## src/rtl/core/pfe_pkg.sv

```systemverilog
// ----------------------------------------------------------------------------
// pfe_pkg
// Shared types and constants for the postfix expression evaluator.
// ----------------------------------------------------------------------------
package pfe_pkg;

    localparam int DATA_W         = 32;
    localparam int TOKEN_W        = 8;
    localparam int STACK_DEPTH_DEF = 16;
    localparam int QUEUE_DEPTH    = 2;

    // Character codes
    localparam logic [TOKEN_W-1:0] TOK_ADD = 8'h2B;
    localparam logic [TOKEN_W-1:0] TOK_SUB = 8'h2D;
    localparam logic [TOKEN_W-1:0] TOK_MUL = 8'h2A;
    localparam logic [TOKEN_W-1:0] TOK_DIV = 8'h2F;
    localparam logic [TOKEN_W-1:0] TOK_END = 8'h23;

    // Bit positions in the sticky error flags
    localparam int FLAG_DIV_BIT = 0;
    localparam int FLAG_OVF_BIT = 1;
    localparam int FLAG_UNF_BIT = 2;
    localparam int FLAG_W       = 3;

    typedef enum logic [2:0] {
        KIND_OPND,
        KIND_ADD,
        KIND_SUB,
        KIND_MUL,
        KIND_DIV,
        KIND_END
    } tok_kind_t;

    typedef struct packed {
        tok_kind_t           kind;
        logic [TOKEN_W-1:0]  value;
    } queue_entry_t;

    typedef enum logic [2:0] {
        ST_IDLE,
        ST_POP_L,
        ST_CALC,
        ST_DIV,
        ST_EMIT
    } exec_state_t;

endpackage

```

## src/rtl/core/pfe_front.sv

```systemverilog
// ----------------------------------------------------------------------------
// pfe_front
// Accepts tokens, classifies them and holds them in a short queue for the
// execution back end.
// ----------------------------------------------------------------------------
module pfe_front (
    input  logic                      aclk,
    input  logic                      aresetn,
    input  logic                      s_valid,
    output logic                      s_ready,
    input  logic [7:0]                s_token,
    output logic                      q_valid,
    output pfe_pkg::queue_entry_t     q_entry,
    input  logic                      q_pop
);
    import pfe_pkg::*;

    localparam int QAW = (QUEUE_DEPTH > 1) ? $clog2(QUEUE_DEPTH) : 1;
    localparam int QCW = $clog2(QUEUE_DEPTH + 1);

    queue_entry_t       entry_reg [QUEUE_DEPTH];
    logic [QAW-1:0]     wr_ptr_reg, wr_ptr_next;
    logic [QAW-1:0]     rd_ptr_reg, rd_ptr_next;
    logic [QCW-1:0]     count_reg, count_next;
    queue_entry_t       new_entry;
    logic               push, pop;

    always_comb begin
        new_entry.value = s_token;
        priority case (s_token)
            TOK_ADD: new_entry.kind = KIND_ADD;
            TOK_SUB: new_entry.kind = KIND_SUB;
            TOK_MUL: new_entry.kind = KIND_MUL;
            TOK_DIV: new_entry.kind = KIND_DIV;
            TOK_END: new_entry.kind = KIND_END;
            default: new_entry.kind = KIND_OPND;
        endcase
    end

    assign s_ready = (count_reg != QCW'(QUEUE_DEPTH));
    assign q_valid = (count_reg != '0);
    assign q_entry = entry_reg[rd_ptr_reg];
    assign push    = s_valid && s_ready;
    assign pop     = q_pop && q_valid;

    always_comb begin
        wr_ptr_next = wr_ptr_reg;
        rd_ptr_next = rd_ptr_reg;
        count_next  = count_reg;
        if (push) begin
            wr_ptr_next = (wr_ptr_reg == QAW'(QUEUE_DEPTH - 1)) ? '0 : wr_ptr_reg + 1'b1;
        end
        if (pop) begin
            rd_ptr_next = (rd_ptr_reg == QAW'(QUEUE_DEPTH - 1)) ? '0 : rd_ptr_reg + 1'b1;
        end
        if (push && !pop) begin
            count_next = count_reg + 1'b1;
        end else if (pop && !push) begin
            count_next = count_reg - 1'b1;
        end
    end

    always_ff @(posedge aclk) begin
        if (!aresetn) begin
            wr_ptr_reg <= '0;
            rd_ptr_reg <= '0;
            count_reg  <= '0;
        end else begin
            wr_ptr_reg <= wr_ptr_next;
            rd_ptr_reg <= rd_ptr_next;
            count_reg  <= count_next;
        end
    end

    always_ff @(posedge aclk) begin
        if (push) begin
            entry_reg[wr_ptr_reg] <= new_entry;
        end
    end

endmodule

```

## src/rtl/core/pfe_div.sv

```systemverilog
// ----------------------------------------------------------------------------
// pfe_div
// Radix-2 restoring divider for unsigned magnitudes, one quotient bit per
// cycle. done pulses for one cycle when quotient is valid.
// ----------------------------------------------------------------------------
module pfe_div (
    input  logic                       aclk,
    input  logic                       aresetn,
    input  logic                       start,
    input  logic [pfe_pkg::DATA_W-1:0] dividend,
    input  logic [pfe_pkg::DATA_W-1:0] divisor,
    output logic                       done,
    output logic [pfe_pkg::DATA_W-1:0] quotient
);
    import pfe_pkg::*;

    localparam int SW = $clog2(DATA_W);

    logic              busy_reg, busy_next;
    logic              done_reg, done_next;
    logic [SW-1:0]     step_reg, step_next;
    logic [DATA_W-1:0] rem_reg, rem_next;
    logic [DATA_W-1:0] quo_reg, quo_next;
    logic [DATA_W-1:0] dvs_reg, dvs_next;
    logic [DATA_W:0]   shifted, diff;

    assign shifted = {rem_reg, quo_reg[DATA_W-1]};
    assign diff    = shifted - {1'b0, dvs_reg};

    always_comb begin
        busy_next = busy_reg;
        done_next = 1'b0;
        step_next = step_reg;
        rem_next  = rem_reg;
        quo_next  = quo_reg;
        dvs_next  = dvs_reg;
        if (start) begin
            busy_next = 1'b1;
            step_next = '0;
            rem_next  = '0;
            quo_next  = dividend;
            dvs_next  = divisor;
        end else if (busy_reg) begin
            if (!diff[DATA_W]) begin
                rem_next = diff[DATA_W-1:0];
                quo_next = {quo_reg[DATA_W-2:0], 1'b1};
            end else begin
                rem_next = shifted[DATA_W-1:0];
                quo_next = {quo_reg[DATA_W-2:0], 1'b0};
            end
            step_next = step_reg + 1'b1;
            if (step_reg == SW'(DATA_W - 1)) begin
                busy_next = 1'b0;
                done_next = 1'b1;
            end
        end
    end

    always_ff @(posedge aclk) begin
        if (!aresetn) begin
            busy_reg <= 1'b0;
            done_reg <= 1'b0;
            step_reg <= '0;
        end else begin
            busy_reg <= busy_next;
            done_reg <= done_next;
            step_reg <= step_next;
        end
    end

    always_ff @(posedge aclk) begin
        rem_reg <= rem_next;
        quo_reg <= quo_next;
        dvs_reg <= dvs_next;
    end

    assign done     = done_reg;
    assign quotient = quo_reg;

endmodule

```

## src/rtl/core/pfe_exec.sv

```systemverilog
// ----------------------------------------------------------------------------
// pfe_exec
// Back end: runs queued tokens against the operand stack memory, drives the
// divider and holds the result register.
// ----------------------------------------------------------------------------
module pfe_exec #(
    parameter int STACK_DEPTH = pfe_pkg::STACK_DEPTH_DEF
) (
    input  logic                          aclk,
    input  logic                          aresetn,
    input  logic                          q_valid,
    input  pfe_pkg::queue_entry_t         q_entry,
    output logic                          q_pop,
    output logic                          div_start,
    output logic [pfe_pkg::DATA_W-1:0]    div_dividend,
    output logic [pfe_pkg::DATA_W-1:0]    div_divisor,
    input  logic                          div_done,
    input  logic [pfe_pkg::DATA_W-1:0]    div_quotient,
    output logic                          m_valid,
    input  logic                          m_ready,
    output logic signed [pfe_pkg::DATA_W-1:0] m_value,
    output logic                          m_div_by_zero,
    output logic                          m_stack_overflow,
    output logic                          m_stack_underflow
);
    import pfe_pkg::*;

    localparam int AW = (STACK_DEPTH > 1) ? $clog2(STACK_DEPTH) : 1;
    localparam int CW = $clog2(STACK_DEPTH + 1);

    logic [DATA_W-1:0] stack_mem [STACK_DEPTH];
    logic [DATA_W-1:0] rdata_reg;

    exec_state_t       state_reg, state_next;
    logic [CW-1:0]     cnt_reg, cnt_next;
    logic [FLAG_W-1:0] flags_reg, flags_next;
    logic              started_reg, started_next;
    tok_kind_t         op_reg, op_next;
    logic              r_empty_reg, r_empty_next;
    logic              l_empty_reg, l_empty_next;
    logic              neg_reg, neg_next;
    logic [DATA_W-1:0] r_reg, r_next;
    logic              m_valid_reg, m_valid_next;
    logic [DATA_W-1:0] m_value_reg, m_value_next;
    logic [FLAG_W-1:0] m_flags_reg, m_flags_next;

    logic [CW-1:0]     cnt_m1;
    logic [AW-1:0]     raddr;
    logic              cnt_empty;
    logic              out_free;
    logic [DATA_W-1:0] l_val;
    logic              push_req;
    logic [DATA_W-1:0] push_val;
    logic              wr_en;

    // Read address always tracks the top; rdata_reg is the registered read of it.
    assign cnt_m1    = cnt_reg - 1'b1;
    assign raddr     = cnt_m1[AW-1:0];
    assign cnt_empty = (cnt_reg == '0);
    assign out_free  = !m_valid_reg || m_ready;
    assign l_val     = l_empty_reg ? '0 : rdata_reg;

    assign div_dividend = l_val[DATA_W-1] ? (DATA_W'(0) - l_val) : l_val;
    assign div_divisor  = r_reg[DATA_W-1] ? (DATA_W'(0) - r_reg) : r_reg;

    always_comb begin
        state_next   = state_reg;
        cnt_next     = cnt_reg;
        flags_next   = flags_reg;
        started_next = started_reg;
        op_next      = op_reg;
        r_empty_next = r_empty_reg;
        l_empty_next = l_empty_reg;
        neg_next     = neg_reg;
        r_next       = r_reg;
        m_valid_next = m_valid_reg && !m_ready;
        m_value_next = m_value_reg;
        m_flags_next = m_flags_reg;
        q_pop        = 1'b0;
        div_start    = 1'b0;
        push_req     = 1'b0;
        push_val     = '0;
        wr_en        = 1'b0;

        unique case (state_reg)
            ST_IDLE: begin
                if (q_valid) begin
                    q_pop = 1'b1;
                    unique case (q_entry.kind)
                        KIND_OPND: begin
                            started_next = 1'b1;
                            push_req     = 1'b1;
                            push_val     = DATA_W'(q_entry.value);
                        end
                        KIND_END: begin
                            // terminator with no expression is dropped
                            if (started_reg) begin
                                state_next = ST_EMIT;
                            end
                        end
                        KIND_ADD, KIND_SUB, KIND_MUL, KIND_DIV: begin
                            started_next = 1'b1;
                            op_next      = q_entry.kind;
                            if (cnt_empty) begin
                                flags_next[FLAG_UNF_BIT] = 1'b1;
                                r_empty_next = 1'b1;
                            end else begin
                                cnt_next     = cnt_m1;
                                r_empty_next = 1'b0;
                            end
                            state_next = ST_POP_L;
                        end
                        default: begin
                            state_next = ST_IDLE;
                        end
                    endcase
                end
            end
            ST_POP_L: begin
                r_next = r_empty_reg ? '0 : rdata_reg;
                if (cnt_empty) begin
                    flags_next[FLAG_UNF_BIT] = 1'b1;
                    l_empty_next = 1'b1;
                end else begin
                    cnt_next     = cnt_m1;
                    l_empty_next = 1'b0;
                end
                state_next = ST_CALC;
            end
            ST_CALC: begin
                state_next = ST_IDLE;
                unique case (op_reg)
                    KIND_ADD: begin
                        push_req = 1'b1;
                        push_val = l_val + r_reg;
                    end
                    KIND_SUB: begin
                        push_req = 1'b1;
                        push_val = l_val - r_reg;
                    end
                    KIND_MUL: begin
                        push_req = 1'b1;
                        push_val = l_val * r_reg;
                    end
                    KIND_DIV: begin
                        if (r_reg == '0) begin
                            flags_next[FLAG_DIV_BIT] = 1'b1;
                            push_req = 1'b1;
                            push_val = '0;
                        end else begin
                            div_start  = 1'b1;
                            neg_next   = l_val[DATA_W-1] ^ r_reg[DATA_W-1];
                            state_next = ST_DIV;
                        end
                    end
                    default: begin
                        state_next = ST_IDLE;
                    end
                endcase
            end
            ST_DIV: begin
                if (div_done) begin
                    push_req   = 1'b1;
                    push_val   = neg_reg ? (DATA_W'(0) - div_quotient) : div_quotient;
                    state_next = ST_IDLE;
                end
            end
            ST_EMIT: begin
                if (out_free) begin
                    m_valid_next = 1'b1;
                    m_value_next = cnt_empty ? '0 : rdata_reg;
                    m_flags_next = flags_reg;
                    cnt_next     = '0;
                    flags_next   = '0;
                    started_next = 1'b0;
                    state_next   = ST_IDLE;
                end
            end
            default: begin
                state_next = ST_IDLE;
            end
        endcase

        // push never coincides with a pop, so cnt_reg is current here
        if (push_req) begin
            if (cnt_reg == CW'(STACK_DEPTH)) begin
                flags_next[FLAG_OVF_BIT] = 1'b1;
            end else begin
                wr_en    = 1'b1;
                cnt_next = cnt_reg + 1'b1;
            end
        end
    end

    always_ff @(posedge aclk) begin
        if (!aresetn) begin
            state_reg   <= ST_IDLE;
            cnt_reg     <= '0;
            flags_reg   <= '0;
            started_reg <= 1'b0;
            m_valid_reg <= 1'b0;
        end else begin
            state_reg   <= state_next;
            cnt_reg     <= cnt_next;
            flags_reg   <= flags_next;
            started_reg <= started_next;
            m_valid_reg <= m_valid_next;
        end
    end

    always_ff @(posedge aclk) begin
        op_reg      <= op_next;
        r_empty_reg <= r_empty_next;
        l_empty_reg <= l_empty_next;
        neg_reg     <= neg_next;
        r_reg       <= r_next;
        m_value_reg <= m_value_next;
        m_flags_reg <= m_flags_next;
    end

    always_ff @(posedge aclk) begin
        if (wr_en) begin
            stack_mem[cnt_reg[AW-1:0]] <= push_val;
        end
        rdata_reg <= stack_mem[raddr];
    end

    assign m_valid           = m_valid_reg;
    assign m_value           = m_value_reg;
    assign m_div_by_zero     = m_flags_reg[FLAG_DIV_BIT];
    assign m_stack_overflow  = m_flags_reg[FLAG_OVF_BIT];
    assign m_stack_underflow = m_flags_reg[FLAG_UNF_BIT];

endmodule

```

## src/rtl/core/postfix_expression_evaluator_top.sv

```systemverilog
// ----------------------------------------------------------------------------
// postfix_expression_evaluator_top
// Postfix evaluator on a 32-bit signed operand stack, one token per transaction.
//
//   Channel | Ports                                   | Direction
//   --------+-----------------------------------------+----------
//   token   | s_valid s_ready s_token                 | in
//   result  | m_valid m_ready m_value m_div_by_zero   | out
//           | m_stack_overflow m_stack_underflow      |
//
// Back end per token: operand IDLE; + - * IDLE, POP_L, CALC; / adds DIV (32-step
// radix-2 divider); '#' IDLE, EMIT plus any wait on the result register.
// A two-entry queue lets the front take tokens while the back end works.
// aresetn is synchronous; it clears control state only. Stack contents are
// not cleared and are never used before being written.
// A result waiting in the output register stalls only the next '#'.
// ----------------------------------------------------------------------------
module postfix_expression_evaluator_top #(
    parameter int STACK_DEPTH = pfe_pkg::STACK_DEPTH_DEF
) (
    input  logic                              aclk,
    input  logic                              aresetn,
    input  logic                              s_valid,
    output logic                              s_ready,
    input  logic [7:0]                        s_token,
    output logic                              m_valid,
    input  logic                              m_ready,
    output logic signed [pfe_pkg::DATA_W-1:0] m_value,
    output logic                              m_div_by_zero,
    output logic                              m_stack_overflow,
    output logic                              m_stack_underflow
);
    import pfe_pkg::*;

    logic              q_valid;
    queue_entry_t      q_entry;
    logic              q_pop;
    logic              div_start;
    logic [DATA_W-1:0] div_dividend;
    logic [DATA_W-1:0] div_divisor;
    logic              div_done;
    logic [DATA_W-1:0] div_quotient;

    pfe_front u_front (
        .aclk    (aclk),
        .aresetn (aresetn),
        .s_valid (s_valid),
        .s_ready (s_ready),
        .s_token (s_token),
        .q_valid (q_valid),
        .q_entry (q_entry),
        .q_pop   (q_pop)
    );

    pfe_div u_div (
        .aclk     (aclk),
        .aresetn  (aresetn),
        .start    (div_start),
        .dividend (div_dividend),
        .divisor  (div_divisor),
        .done     (div_done),
        .quotient (div_quotient)
    );

    pfe_exec #(
        .STACK_DEPTH (STACK_DEPTH)
    ) u_exec (
        .aclk              (aclk),
        .aresetn           (aresetn),
        .q_valid           (q_valid),
        .q_entry           (q_entry),
        .q_pop             (q_pop),
        .div_start         (div_start),
        .div_dividend      (div_dividend),
        .div_divisor       (div_divisor),
        .div_done          (div_done),
        .div_quotient      (div_quotient),
        .m_valid           (m_valid),
        .m_ready           (m_ready),
        .m_value           (m_value),
        .m_div_by_zero     (m_div_by_zero),
        .m_stack_overflow  (m_stack_overflow),
        .m_stack_underflow (m_stack_underflow)
    );

endmodule
```

## config.mk

```make
export PLATFORM = sky130hd
export DESIGN_NAME = postfix_expression_evaluator_top
export DESIGN_NICKNAME = d
export VERILOG_FILES = /design/src/rtl/core/pfe_pkg.sv /design/src/rtl/core/pfe_front.sv /design/src/rtl/core/pfe_div.sv /design/src/rtl/core/pfe_exec.sv /design/src/rtl/core/postfix_expression_evaluator_top.sv
export SDC_FILE = /design/constraint.sdc
export NUM_CORES = 2
export LEC_CHECK = 0
export BUFFER_PORTS_ARGS = -buffer_cell sky130_fd_sc_hd__buf_4
export CAP_MARGIN = 20
export CORE_MARGIN = 3
export CORE_UTILIZATION = 52
export DETAILED_ROUTE_END_ITERATION = 10
export PLACE_DENSITY = 0.65
export SLEW_MARGIN = 0
export SYNTH_ARGS = -nofsm -noshare
export SYNTH_HDL_FRONTEND = slang
export SYNTH_HIERARCHICAL = 1
export SYNTH_SLANG_ARGS = --single-unit
```

## constraint.sdc

```tcl
create_clock -name aclk -period 13.4 [get_ports aclk]
set_input_delay 2.68 -clock aclk [delete_from_list [all_inputs] [get_ports aclk]]
set_output_delay 2.68 -clock aclk [all_outputs]
set_load 0.01 [all_outputs]
```

Word level (Yosys, flattened, before mapping). Memories as Yosys holds them, arrays and structs flattened. A register that Yosys moved wholly into a read port is not among the register bits. Index checks and enable logic that the tools add are counted.

$add $sub $neg: 13. Multipliers: 1. Equal/unequal tests: 30. Mux-type cells: 74. Bitwise operators: 4. Reductions and logical operators: 32.

Operators with widths (number): $mux 32 (8); $pmux 32 s3 (2); $sub 1x32->32 const A (3); $eq 8x6->1 const B (5); $mux 1 (38); $sub 33x32->33 (1); $add 32x32->32 (1); $logic_not 32->1 (1); $mul 32x32->32 (1); $sub 32x32->32 (1); $mux 31 (1); $mux 5 (6); $pmux 3 s5 (2); $eq 3x2->1 const B (6); $mux 3 (6); $pmux 5 s3 (1); $ne 2x2->1 const B (7); $eq 3x3->1 const B (4); $reduce_and 4->1 (3); $add 5x1->5 const B (2); $eq 5x5->1 const B (2); $reduce_bool 2->1 (5); $eq 3x1->1 const B (3); $pmux 3 s3 (1); other kinds (25) (44).

Register bits after elaboration: 193. RAM bits: 534. Bits of input ports: 12. Output and inout port bits: 37. Logic and storage cells: 180. Memories: 2.

Memories: u_exec.stack_mem (words 16, width 32, read ports 1, clocked after Yosys merged registers in 1, write ports 1, RTL line pfe_exec.sv:31) `logic [DATA_W-1:0] stack_mem [STACK_DEPTH];`; u_front.entry_reg (words 2, width 11, read ports 1, clocked after Yosys merged registers in 1, write ports 1, RTL line pfe_front.sv:21) `queue_entry_t entry_reg [QUEUE_DEPTH];`.

Logic depth before layout (Yosys ltp).
Word-level depth: 7. Depth in mapped cells: 31. Depth with buffers taken out: 26.

By module. The synthesis kept the hierarchy.

By module, submodules not included: pfe_exec (instances 1, cells an instance 3500, area an instance 44087.3 um^2, sequential area each 18467.7 um^2); pfe_div (instances 1, cells an instance 530, area an instance 5718.0 um^2, sequential area each 2702.6 um^2); pfe_front (instances 1, cells an instance 70, area an instance 1086.0 um^2, sequential area each 760.7 um^2).

Worst setup path before layout. OpenSTA, ideal clock, no wires.

Path type: reg-to-reg. Start: reg u_exec.l_empty_reg. End: mem u_exec.stack_mem[0][24] (data pin). Setup time: 330 ps. Arrival: 7501 ps. Required time: 13070 ps. Path slack: 5569 ps. Cell stages (with the launch flop): 26. Buffers on the path: 4. Period minus slack after synthesis: 7831 ps. Cells stage by stage: edfxtp_1 -> clkbuf_1 -> nor2b_1 -> clkbuf_1 -> clkbuf_1 -> and2_1 -> fa_1 -> inv_1 -> fa_1 -> fa_1 -> fa_1 -> inv_1 -> fa_1 -> fa_1 -> fa_1 -> fa_1 -> ha_1 -> clkbuf_1 -> a21o_1 -> a21o_1 -> a21o_1 -> a21oi_1 -> nor2b_1 -> a211o_1 -> xnor2_1 -> o21ai_0.

Longest elaborated chain between the ends: 4. Elaborated cells between the ends (all ways): 6. Classes of those cells: add/sub: 2; mul: 1; mux: 3.

Ends and longest elaborated chain: start: declaration (RTL line pfe_exec.sv:40) `logic l_empty_reg, l_empty_next;`; start signal: assignment (RTL line pfe_exec.sv:214) `l_empty_reg <= l_empty_next;`; $mux 32 (*) (RTL line pfe_exec.sv:61) `assign l_val = l_empty_reg ? '0 : rdata_reg;`; $mul 32x32->32 (tied with other cells) (RTL line pfe_exec.sv:143) `push_val = l_val * r_reg;`; $pmux 32 s3 (*) (RTL line pfe_exec.sv:132) `unique case (op_reg)`; $pmux 32 s3 (*) (RTL line pfe_exec.sv:85) `unique case (state_reg)`; named net u_exec.push_val[24] (RTL line pfe_exec.sv:53) `logic [DATA_W-1:0] push_val;`; end: declaration (RTL line pfe_exec.sv:31).

Mark *: on every way through the listed nets, which the timed path passes. The rest lies on a longest branch.

Worst setup path after layout.
Start: reg u_exec.l_empty_reg. End: mem u_exec.stack_mem[5][31] (data pin).

Same word-level chain as after synthesis.

==> reports/metrics.cfg <==
[run_status]
status=complete, no violations

[sta]
hold_violations=0
max_freq_mhz=111.0
rsz0062_at_grt=false
worstMarginPinSlew_ps=1036
drv_slew=0
setup_viol=0
fin_crit_sh=0.6726
setup-tns-final_ps=0
period_needed_ps=9013
slew-limit-headroom=0.3092
skew_ps=48.69

[hold_path]
hold_depth=0
hp-start=u_exec/r_reg[0]
min_path_type=reg -> reg

[grt]
first_global_vias=33090
grt_max_degree=106
grt_pass1_wl_um=204800
antenna_found_initial=2
overflow=0
groute.usage.overall=0.2659

[routing]
dr.first_iter.drc_count=2859
routed_wl_um=133100
drc=0
via_per_inst=5.907
drt_pre_antenna_iters=7
ant_nets=0
post_drt_wl_per_cell_um=24.38
vias=32240

[critical_path]
end_kind=flip-flop
cpPeakStageDelay_ps=740
start_kind=flip-flop
worstPathRequired_ps=13710
cpMostUsedCell=fa_1
rr_worst_depth=24
arrival_ps=9320
critPathKind=reg -> reg
r2r-start=u_exec/l_empty_reg
cp_max_fo=70
crit_slowest_cell=o21ai_0
startpoint=u_exec/l_empty_reg
timing.critical_path.cells=buf_4 > nor2b_1 > buf_4 > and2_1 > fa_1 > inv_1 > fa_1 > fa_1 > fa_1 > inv_1 > fa_1 > inv_1 > fa_1 > inv_1 > fa_1 > fa_1 > ha_1 > nand3_1 > or3_1 > o21ai_0 > a21boi_0 > o21bai_1 > xnor2_1 > a221o_1

[finish]
area_growth_pct=9.485
regArea_sq_um=21940
fin_util=0.5753
n_fill_cell=7894
nets=4735
fin_cells=5458
multi_input_area_sq_um=26570
design_area_sq_um=55720
diodes=0
largest_reg_flops=512
drive_gt1_frac=0.1341

[synth]
yosysUniqueCellTypes=79
synthSimpleGateAreaFrac=0.1144
yosys_warnings=6
synth_edf_count=671
synthArstFlopShare=0
yosysTopAreaCell=edfxtp_1
yosysTopAreaCellShare=0.3959
synth_top_family_by_area=adder cells
synth_seq_cells=760
avgSynthCellArea_sq_um=12.41
synth_compound_area_frac=0.06095
synth_xor_area_frac=0.04642
syn_nets=4721
ys_top_cells_by_area=edfxtp_1 (40%), fa_1 (16%), mux4_2 (7.1%)
synthAdderAreaFrac=0.2102
ys_seq_area_frac=0.4309
syn-cell-area_sq_um=50890
synth_ff_type=edfxtp_1
postSynthCellCount=4100
synthMuxAreaShare=0.08772

[floorplanning]
dieHeight_um=318.8
rows=114
dieWidth_um=318.8
io_pins=49
start_util=0.5255
core_area_sq_um=96850
die_area_sq_um=101700

[run]
maxCapViolations=0

[clock_network]
hold_buffers=0
clockRootBuffer=clkbuf_16
post_cts_buffers=0
clkLatencyLatePin_ps=660
clockBufferDepth=3
cts_tree=done
cts.htree.levels=3
cts_buffers=80
cts.sinks=760
cts_resized=0
clkSlewWorstSetupHoldPaths_ps=60

[placed_design]
place_congestion=0.9097
port_buffers=48
place_hpwl_um=88290
detailed_place.area_sq_um=52880
post-place-cells=5302

==> placed cells by master (no fill, tap or decap), types with 11 or more instances in the layout <==
cell type	count
o21a_1	23
a21o_1	47
xnor2_1	144
nand2_1	340
o31ai_1	45
edfxtp_1	671
a22oi_1	20
nand3_1	20
buf_4	154
xor2_1	109
nor3_1	26
and3_1	18
clkbuf_1	15
clkbuf_8	16
ha_1	198
mux2_2	44
o21ai_0	84
a31oi_1	12
nand4_1	11
nand3b_1	17
o221ai_1	11
mux2i_1	35
clkinv_2	14
nor2b_1	67
a211oi_1	32
dfxtp_1	87
nand2b_1	21
and2_2	12
or4_1	12
nor2_1	149
and2_1	345
fa_1	410
o22ai_1	14
clkbuf_16	82
nor2b_2	15
inv_1	439
or3_1	20
a21oi_1	72
mux4_2	160
o21bai_1	11
==> routing by layer <==
layer	share of wire	wire (um)	global-route usage	up-vias
met3	0.066	8750	0.03192	263
met2	0.47	62670	0.4267	1226
met1	0.43	56900	0.3784	16580
met5	0.000098	13	0	-
li1	-	-	-	14170
met4	0.036	4743	0.09399	2
==> final cells by class <==
type / count / area share
multi-input cells: 2677 / 0.4769
flip-flops and latches: 760 / 0.3937
clock buffers: 113 / 0.04179
inverters: 440 / 0.02964
well taps: 1276 / 0.02865
repair buffers: 155 / 0.02111
clock inverters: 37 / 0.008196
==> worst paths after layout <==
kind | endpoint | slack [ps]
hold / removal | u_div/dvs_reg[0] | 460
hold reg to reg | u_div/dvs_reg[0] | 460
setup reg to reg | u_exec/stack_mem[5][31] | 4390
setup / recovery | u_exec/stack_mem[5][31] | 4390
==> kinds of logic after synthesis <==
| family | count (synthesis) |
|---|---|
| xor gates and xnor gates | 261 |
| adders and majority gates | 609 |
| DFF | 760 |
| AOI/OAI and AO/OA | 448 |
| and+or+nand+nor | 1119 |
| muxes | 240 |
| buffers and inverters | 663 |
==> Yosys cell counts (72+ instances only) <==
cell	number
a21oi_1	72
and2_1	357
clkbuf_1	194
dfxtp_1	89
edfxtp_1	671
fa_1	410
ha_1	199
inv_1	440
mux4_2	160
nand2_1	340
nor2_1	150
nor2b_1	83
o21ai_0	84
xnor2_1	146
xor2_1	109
==> per-stage QoR <==
| step | worst slack (ps) | hold WS, ps |
|---|---|---|
| final | 4387 | 455.3 |
| after global routing | 4078 | 470.4 |
| after global placement | 4489 | 436.0 |
| after floorplan | 5569 | 408.1 |
| after CTS | 4275 | 460.4 |
| after detailed placement | 4296 | 439.5 |
==> worst max-delay path, delay by kind of cell (launching register included) <==
family,cells,cell delay [ps]
flip-flops,1,320
buffers and inverters,6,1150
AO/OA/AOI/OAI,4,1800
adder cells (fa/ha/maj),9,4430
AND/OR/NAND/NOR,4,830
XOR/XNOR,1,110
Power is not shown: default switching activity piles up to over one toggle a cycle in this logic, so the estimate is an artifact.
